**config.mk**
```make
export PLATFORM = sky130hd
export DESIGN_NAME = lelt_div
export DESIGN_NICKNAME = d
export VERILOG_FILES = /design/src/hdl/lelt_pkg.sv /design/src/hdl/lelt_div.sv
export SDC_FILE = /design/constraint.sdc
export NUM_CORES = 1
export LEC_CHECK = 0
export ABC_CLOCK_PERIOD_IN_PS = 6800
export BUFFER_PORTS_ARGS = -buffer_cell sky130_fd_sc_hd__buf_2
export CORE_MARGIN = 10
export CORE_UTILIZATION = 40
export CTS_CLUSTER_SIZE = 16
export DETAILED_ROUTE_END_ITERATION = 16
export GPL_TIMING_DRIVEN = 0
export PLACE_DENSITY = 0.57
export SLEW_MARGIN = 30
export SYNTH_ARGS = -nofsm -noshare
export SYNTH_HDL_FRONTEND = slang
export SYNTH_SLANG_ARGS = --single-unit
```
**constraint.sdc**
```tcl
create_clock -name aclk -period 6.8 [get_ports aclk]
set_input_delay 2.04 -clock aclk [delete_from_list [all_inputs] [get_ports aclk]]
set_output_delay 2.04 -clock aclk [all_outputs]
set_load 0.1 [all_outputs]
```
**src/hdl/lelt_pkg.sv**
```systemverilog
// package for the lower envelope line table
// holds sizes, status codes, sequencer states and divider types; no dependencies
package lelt_pkg;

    localparam int MaxLines   = 64;
    localparam int IdxW       = $clog2(MaxLines);
    localparam int CntW       = IdxW + 1;
    localparam int CoordW     = 32;
    localparam int NumW       = 34;   // numerator / denominator width for breakpoints

    localparam logic signed [63:0] XMin = -(64'sd1 <<< (CoordW - 1));
    localparam logic signed [63:0] XMax = (64'sd1 <<< (CoordW - 1)) - 64'sd1;

    typedef enum logic [2:0] {
        ST_INSERTED = 3'd0,
        ST_REJECTED = 3'd1,
        ST_FULL     = 3'd2,
        ST_QUERY_OK = 3'd3,
        ST_EMPTY    = 3'd4
    } status_t;

    typedef enum logic [4:0] {
        S_IDLE,
        S_SCAN_RD,
        S_SCAN,
        S_EQ_RD,
        S_EQ,
        S_LB_RD,
        S_LB_GO,
        S_LB_WAIT,
        S_UB_RD,
        S_UB_GO,
        S_UB_WAIT,
        S_CHECK,
        S_WL_RD,
        S_WL,
        S_WH_RD,
        S_WH,
        S_COMMIT,
        S_TRIM_HI,
        S_TRIM_LO,
        S_MOVE_RD,
        S_MOVE_WR,
        S_PUT,
        S_Q_RD,
        S_Q_SCAN,
        S_Q_MUL,
        S_Q_SUM,
        S_OUT
    } state_t;

    // divider request: ceil or floor of num / den
    typedef struct packed {
        logic                   start;
        logic                   ceil_mode;
        logic signed [NumW-1:0] num;
        logic signed [NumW-1:0] den;
    } div_req_t;

    typedef struct packed {
        logic                   done;
        logic signed [NumW-1:0] quot;
    } div_rsp_t;

endpackage

```
**src/hdl/lelt_div.sv**
```systemverilog
// serial signed divider with floor or ceiling rounding, one quotient bit per cycle
// depends on lelt_pkg
module lelt_div
    import lelt_pkg::*;
(
    input  logic     aclk,
    input  logic     aresetn,
    input  div_req_t req,
    output div_rsp_t rsp
);

    localparam int CW = $clog2(NumW + 1);

    logic [NumW-1:0]        mag_n_reg, mag_d_reg, quo_reg, rem_reg;
    logic                   neg_reg, ceil_reg, busy_reg, done_reg;
    logic [CW-1:0]          cnt_reg;
    logic [NumW:0]          trial;
    logic [NumW-1:0]        rem_sh;
    logic signed [NumW-1:0] q_s;

    assign rem_sh = {rem_reg[NumW-2:0], mag_n_reg[NumW-1]};
    assign trial  = {1'b0, rem_sh} - {1'b0, mag_d_reg};

    // restoring division on magnitudes
    always_ff @(posedge aclk) begin
        if (!aresetn) begin
            busy_reg <= 1'b0;
            done_reg <= 1'b0;
        end else begin
            done_reg <= 1'b0;
            if (req.start) begin
                busy_reg  <= 1'b1;
                cnt_reg   <= CW'(NumW);
                mag_n_reg <= req.num[NumW-1] ? NumW'(-req.num) : NumW'(req.num);
                mag_d_reg <= req.den[NumW-1] ? NumW'(-req.den) : NumW'(req.den);
                neg_reg   <= req.num[NumW-1] ^ req.den[NumW-1];
                ceil_reg  <= req.ceil_mode;
                rem_reg   <= '0;
                quo_reg   <= '0;
            end else if (busy_reg) begin
                mag_n_reg <= {mag_n_reg[NumW-2:0], 1'b0};
                if (!trial[NumW]) begin
                    rem_reg <= trial[NumW-1:0];
                    quo_reg <= {quo_reg[NumW-2:0], 1'b1};
                end else begin
                    rem_reg <= rem_sh;
                    quo_reg <= {quo_reg[NumW-2:0], 1'b0};
                end
                cnt_reg <= cnt_reg - 1'b1;
                if (cnt_reg == CW'(1)) begin
                    busy_reg <= 1'b0;
                    done_reg <= 1'b1;
                end
            end
        end
    end

    // rounding: truncated quotient adjusted by sign and remainder
    always_comb begin
        q_s = neg_reg ? -$signed(quo_reg) : $signed(quo_reg);
        if (rem_reg != '0) begin
            if (ceil_reg && !neg_reg) q_s = q_s + NumW'(1);
            if (!ceil_reg && neg_reg) q_s = q_s - NumW'(1);
        end
        rsp.done = done_reg;
        rsp.quot = q_s;
    end

endmodule

```
## Word-level counts from Yosys, hierarchy flattened

Index checks and enable logic that the tools add are counted.
W data, S select, Z words.

| cells by class | value |
|---|---|
| $add $sub $neg | 7 |
| eq/ne operators | 1 |
| mux-type cells | 18 |
| bitwise logic cells | 3 |
| reductions and logical operators | 9 |

Operators with widths:

| operator | count |
|---|---|
| $mux W34 | 11 |
| $neg A34 Y34 | 3 |
| $sub A34 B34 Y35 | 1 |
| $add A34 B2 Y34 const B | 1 |
| $reduce_bool A34 Y1 | 1 |
| $sub A34 B2 Y34 const B | 1 |
| $mux W33 | 1 |
| $eq A6 B1 Y1 const B | 1 |
| $mux W6 | 1 |
| $sub A6 B1 Y6 const B | 1 |
| $mux W1 | 5 |
| $reduce_and A2 Y1 | 2 |
| $reduce_or A3 Y1 | 1 |
| $logic_and A1 B1 Y1 | 2 |
| $logic_not A1 Y1 | 2 |
| $not A1 Y1 | 2 |
| $reduce_bool A2 Y1 | 1 |
| $xor A1 B1 Y1 | 1 |

| storage, ports and cells | value |
|---|---|
| register bits | 146 |
| logic and storage cells | 48 |

## Logic depth before layout (Yosys ltp)

Gate-level depths: netlist of run 1.

| logic depth | value |
|---|---|
| depth in word-level cells | 8 |
| depth in mapped cells | 20 |

## Worst setup path before layout of run 1

No wires, ideal clock.

| path | value |
|---|---|
| path type | register to output |
| from | reg neg_reg |
| to | out rsp[33] in the netlist's numbering |
| data arrival time | 6.335 ns |
| data required time | 4.760 ns |
| setup slack | -1.575 ns |
| stages on the path, launching flop included | 20 |
| buffers on the path | 6 |
| cells stage by stage | edfxtp_1 > buf_2 > buf_2 > buf_2 > buf_2 > clkbuf_1 > nand2_1 > o21ai_0 > ha_1 > and4b_1 > nand3_2 > nor4_4 > nand3_1 > or3_1 > clkbuf_1 > a2111o_1 > a211oi_2 > o21ai_0 > mux2i_1 > nor3_1 |

RTL lines:

| what | line | text |
|---|---|---|
| start, declared | lelt_div.sv:15 | `logic neg_reg, ceil_reg, busy_reg, done_reg;` |
| start signal, assigned | lelt_div.sv:36 | `neg_reg <= req.num[NumW-1] ^ req.den[NumW-1];` |
| end, declared | lelt_div.sv:9 | `output div_rsp_t rsp` |

==> run metrics, run 1 <==
Die Span X=192 microns; IO Count=107; Hold Startpoint=busy_reg; Starting Density=40.8%; I/O Buffers=103; RSZ-0062 raised after global routing=yes; Routed WL per cell=17.7 microns; root buffer cell=clkbuf_16; Arrival @ worst endpoint=4.70 ns; Register-to-Register Path Depth=13; Seq pwr share=36.0%; Final Cell Area=15000 sq um; switching share of power=36.6%; worst-path cell with the longest stage delay=or4_1; FF-to-FF Start=rem_reg[10]; Mean Syn Cell Area=9.04 sq um; slew margin rel.=42.0%; fin util=51.8%; Setup Crit Path Kind=flop to output pin; Worst Tran Pin Value=0.867 ns; Psw=1.14 mW; max-slew violations=0; most frequent cells in the layout=144 x edfxtp_1, 120 x nor2_1, 100 x a21oi_1, 91 x buf_2, 90 x buf_4; clock tree sinks=146; setup TNS=0 ns; most common cell after layout, fill and taps aside=edfxtp_1; Critical path buffers and inverters=3; Logic pwr share=35.8%; Min Clock Period, post-route=6.74 ns; path type of the worst min-delay path=flop to flop; clock network power share=28.1%; Leak=5.71 nW; Post-DP Area=13100 sq um; core area=28900 sq um; CTS tree=yes; Worst Hold Path EP=done_reg; ys flop type=edfxtp_1; synth warn=0; routed via count=10669; R2R setup slack=2.51 ns; Crit path max-delay family=compound AO/OA/AOI/OAI gates; Synth async-reset ratio=0%; CP Cell Sequence=buf_4 > nor4_4 > nand4_1 > buf_4 > o41ai_2 > o22a_1 > nand4b_1 > or4_1 > a2111o_1 > a211oi_4 > o2111ai_2 > a21oi_2 > xnor2_2 > buf_8; Routed WL=33600 microns; crit-path max FO=10; DR iter-0 viols=709; grt total ovfl=0; Netlist cell types=85; Final #Nets=1620; ANT cells=0; Area Overhead vs Synth=27.0%; final hold vios=0; CTS Buf Count=17; max_cap viols=0; Worst VDD drop=0.194 mV; crit share post-route=99.1%; Synth Cell Area=11800 sq um; Reg clk slew, reported paths=0.06 ns; DR DRC count=0; largest net degree at the start of global routing=47; Layout Skew=0.0100 ns; chip height=192 microns; # H-tree levels=4; Die Area=36800 sq um; reg2reg end=rem_reg[11]; post-synthesis sequential area ratio=37.0%; initial antenna violation count=1; Design Power=3.12 mW; DRT antenna net count=0; RePlAce Congestion=0.884; CTS Buffer Depth=2; result of the run=completed; vias in the first global route=10359; Syn Inst Count=1305; cell mode on critical path=buf_4; vias per inst=5.61; achievable frequency=148 MHz; global-route wire length before repair=53200 microns; setup violators final=0; Critical Path End Type=output pin; clk_lat worst skew=0.43 ns; router iterations before antenna repair=5; #FFs+latches synth=146; PwrDens=208 nW/um^2; Total Routing Usage GR=17.6%; Worst Setup Start Kind=flop; CP peak stage delay=0.56 ns; Post-CTS Hold Buffers=0; Post-synth EDFFs=144; HPWL Detailed=24600 microns; row cnt=62; share of cells above drive strength 1=24.1%; Internal=1.98 mW; WP data required=4.76 ns; Hold Path Depth=2; synthesized net count=1419
[cells in the mapped netlist, types with 14 or more instances]
master	n	share of area, %
a21o_1	22	1.4
a21oi_1	104	4.4
clkbuf_1	48	1.5
edfxtp_1	144	37
ha_1	41	4.3
inv_1	64	2.0
mux2i_1	14	1.2
nand2_1	57	1.8
nand3_1	28	1.2
nand4_1	21	1.1
nor2_1	124	3.9
nor2b_1	44	2.3
nor3_1	38	1.6
nor4_1	20	1.1
o21a_1	14	0.89
o21ai_0	67	2.8
o31ai_1	31	2.0
or3_1	37	2.0
or4_1	17	1.1
xnor2_1	106	7.9
xor2_1	60	4.5
[per-layer routing]
metal	up-vias	wire [microns]	global-route usage [%]
met3	41	1410	2.07
li1	5252	-	-
met2	276	16400	30.1
met4	2	585	5.83
met1	5098	15200	22.5
met5	-	13	0
[worst reg2reg max path, stage by stage, from the launching register on]
cell      delay [ns]
edfxtp_1        0.44
ha_1            0.38
a21o_1          0.18
a21o_1          0.16
a21oi_1         0.18
o221ai_1        0.20
a2111o_1        0.45
o211ai_1        0.25
a31oi_1         0.15
o22ai_1         0.37
clkbuf_1        0.55
buf_1           0.56
a21oi_1         0.17
nor2_1          0.11
[per-stage QoR]
step / cells / setup WS, ns / hold slack [ns]
2_1_floorplan: 1305 / -0.0899 / 0.415
6_report: 1903 / 0.0618 / 0.460
4_1_cts: 1871 / 0.00262 / 0.461
5_1_grt: 1903 / -0.103 / 0.492
3_5_place_dp: 1795 / -0.890 / 0.444
3_3_place_gp: 1792 / -0.927 / 0.426
[how the worst max path moves through the flow]
stage | start | end | slack [ns] | cells after the start
6_report | quo_reg[5] | rsp[32] | 0.06 | 14
5_1_grt | quo_reg[4] | rsp[33] | -0.10 | 16
4_1_cts | quo_reg[4] | rsp[32] | 0.003 | 15
3_5_place_dp | neg_reg | rsp[32] | -0.89 | 19
3_3_place_gp | neg_reg | rsp[32] | -0.93 | 19
2_1_floorplan | neg_reg | rsp[33] | -0.09 | 18
[power by group through the flow]
stage,combinational [mW],clock [mW],sequential (mW)
floorplan,0.790,0,1.13
global placement,0.983,0,1.15
detailed placement,0.997,0,1.14
CTS,1.07,0.899,1.12
global route,1.21,0.927,1.13
finish,1.12,0.877,1.12
[area by class of cell]
type | instances | area [sq um]
buffer | 52 | 289
clock buffer | 19 | 433
clock inverter | 13 | 113
fill | 2713 | 13900
inverter | 65 | 250
multi-input combinational | 1034 | 7730
sequential | 146 | 4360
tap | 384 | 480
timing repair buffer | 190 | 1330
[cells by family after synthesis]
kind of cell | count (synthesis) | synth area share (%)
xor+xnor | 166 | 12.3
fa+ha+maj | 42 | 4.52
simple gates | 462 | 21.0
compound gates | 340 | 18.9
flops | 146 | 37.0
mux | 23 | 2.05
buf+inv | 126 | 4.19
[what timing repair did]
action	4_1_cts	5_1_grt
gates resized for setup	108	61
cloned	0	1
setup endpoints to repair	24	18
buffers inserted	47	37
pin swaps	25	36
Note: power is estimated with default switching activity, not from simulation.
==> inputs of run 2 (changes only) <==
--- a/config.mk
+++ b/config.mk
@@ -6,13 +6,13 @@
 export NUM_CORES = 1
 export LEC_CHECK = 0
 export ABC_CLOCK_PERIOD_IN_PS = 6800
-export BUFFER_PORTS_ARGS = -buffer_cell sky130_fd_sc_hd__buf_2
 export CORE_MARGIN = 10
 export CORE_UTILIZATION = 40
 export CTS_CLUSTER_SIZE = 16
 export DETAILED_ROUTE_END_ITERATION = 16
+export DONT_BUFFER_PORTS = 1
 export GPL_TIMING_DRIVEN = 0
-export PLACE_DENSITY = 0.57
+export PLACE_DENSITY = 0.54
 export SLEW_MARGIN = 30
 export SYNTH_ARGS = -nofsm -noshare
 export SYNTH_HDL_FRONTEND = slang
==> run 2 against run 1 <==
Compared with the run above:
- the run now ends with setup timing left
- utilization up 1.6 points
- final cell count down 4.0%
- routed wire length grew 2.3%
- sequential power is essentially flat
==> run metrics, run 2 (synthesis gave the netlist of run 1 again) <==
max-slew violations=0; router iterations before antenna repair=5; crit share post-route=104%; Worst Setup SP=quo_reg[4]; Final #Nets=1544; root buffer cell=clkbuf_16; Min Clock Period, post-route=7.08 ns; Setup Crit Path Kind=flop to output pin; HPWL Detailed=24800 microns; Area Overhead vs Synth=31.0%; IO Count=107; setup violators final=7; Reg clk slew, reported paths=0.07 ns; most common cell after layout, fill and taps aside=edfxtp_1; grt total ovfl=0; result of the run=finished, violations left; row cnt=62; R2R setup slack=2.56 ns; crit-path max FO=4; worst slack at placement=-1.14 ns; vias per inst=5.73; share of cells above drive strength 1=23.1%; DR DRC count=0; clk_lat worst skew=0.43 ns; chip height=192 microns; routed via count=10466; Design Power=3.24 mW; FF-to-FF Start=rem_reg[10]; slew margin rel.=33.0%; Leak=5.63 nW; Die Area=36800 sq um; Post-Layout Cell Count=1827; filler cell count=2587; core area=28900 sq um; PwrDens=210 nW/um^2; final hold slack=0.451 ns; Routed WL=34400 microns; Storage cell area=4360 sq um; Post-CTS Hold Buffers=0; CTS Buf Count=17; RSZ-0062 raised after global routing=yes; Total Routing Usage GR=18.3%; Final Cell Area=15500 sq um; WP data required=4.76 ns; Worst Tran Pin Value=1.00 ns; initial antenna violation count=1; Critical Path End Type=output pin; vias in the first global route=10625; Worst VDD drop=0.177 mV; violated checks=setup timing; final hold vios=0; largest net degree at the start of global routing=45; fin util=53.4%; achievable frequency=141 MHz; Die Span X=192 microns; Worst Setup Start Kind=flop; CTS Buffer Depth=2; max_cap viols=0; ANT cells=0; CTS tree=yes; Hold Startpoint=busy_reg; DR iter-0 viols=586; setup TNS=-0.812 ns; path type of the worst min-delay path=flop to flop; global-route wire length before repair=55000 microns; Layout Skew=0.00976 ns; I/O Buffers=0; most frequent cells in the layout=144 x edfxtp_1, 118 x nor2_1, 96 x a21oi_1, 94 x buf_4, 73 x xnor2_1; DRT antenna net count=0; Post-DP Area=13100 sq um; RePlAce Congestion=0.896; Arrival @ worst endpoint=5.04 ns; Routed WL per cell=18.8 microns; Starting Density=40.8%; area of the multi-input gates=8360 sq um; DP Cell Count=1703; clock tree sinks=146; # H-tree levels=4; final worst slack=-0.276 ns
run 2: cell count changes in the layout (fill, tap and decap cells not counted), moves of 5 or more:
cell,delta
inv_8,+7
xnor2_4,+17
o21ai_0,-6
xnor2_2,-6
xnor2_1,-11
xor2_1,-6
buf_2,-89
xor2_4,+6
a21oi_4,+5
run 2: where the power goes:
part           switching [mW]  leakage, nW  internal, mW  total [mW]
clock                   0.430        0.294         0.530       0.960
combinational           0.735         3.94         0.424        1.16
sequential             0.0467         1.40          1.08        1.12
total                    1.21         5.63          2.03        3.24
run 2: final timing paths:
check | endpoint | cells past startpoint
worst min register to register | done_reg | 2
worst max register to register | rem_reg[11] | 13
worst max-delay path | rsp[30] | 18
worst min-delay path | done_reg | 2
run 2: metal layers:
layer	vias up	track usage, %	part of all wire, %
met5	-	0	0
met4	0	7.27	3.1
met3	78	3.05	4.6
met2	266	31.0	49
met1	5030	22.9	44
li1	5092	-	-
run 2: layout make-up:
class	count	area share, %
inverters	65	1.59
flip-flops and latches	146	28.2
well taps	384	3.11
plain buffers	55	2.18
clock inverters	15	1.18
multi-input cells	1033	54.1
repair buffers	112	6.86
clock buffers	17	2.75
run 2: repair_timing:
action	4_1_cts	5_1_grt
setup endpoints to repair	25	18
resized for setup	126	65
pin swaps	44	40
endpoints found under the hold margin	0	0
setup buffers	76	22
run 2: worst max-delay path, cell delays in order (launching register included):
cell	delay, ns
edfxtp_1	0.41
or4_4	0.60
buf_6	0.15
o41ai_4	0.32
xor2_2	0.14
buf_4	0.17
nor4_4	0.33
nand3_2	0.18
or3_4	0.45
buf_6	0.13
o211ai_1	0.20
buf_4	0.18
a211oi_4	0.07
buf_4	0.15
buf_6	0.12
buf_6	0.11
a41oi_4	0.15
nor2_4	0.08
xnor2_4	0.65
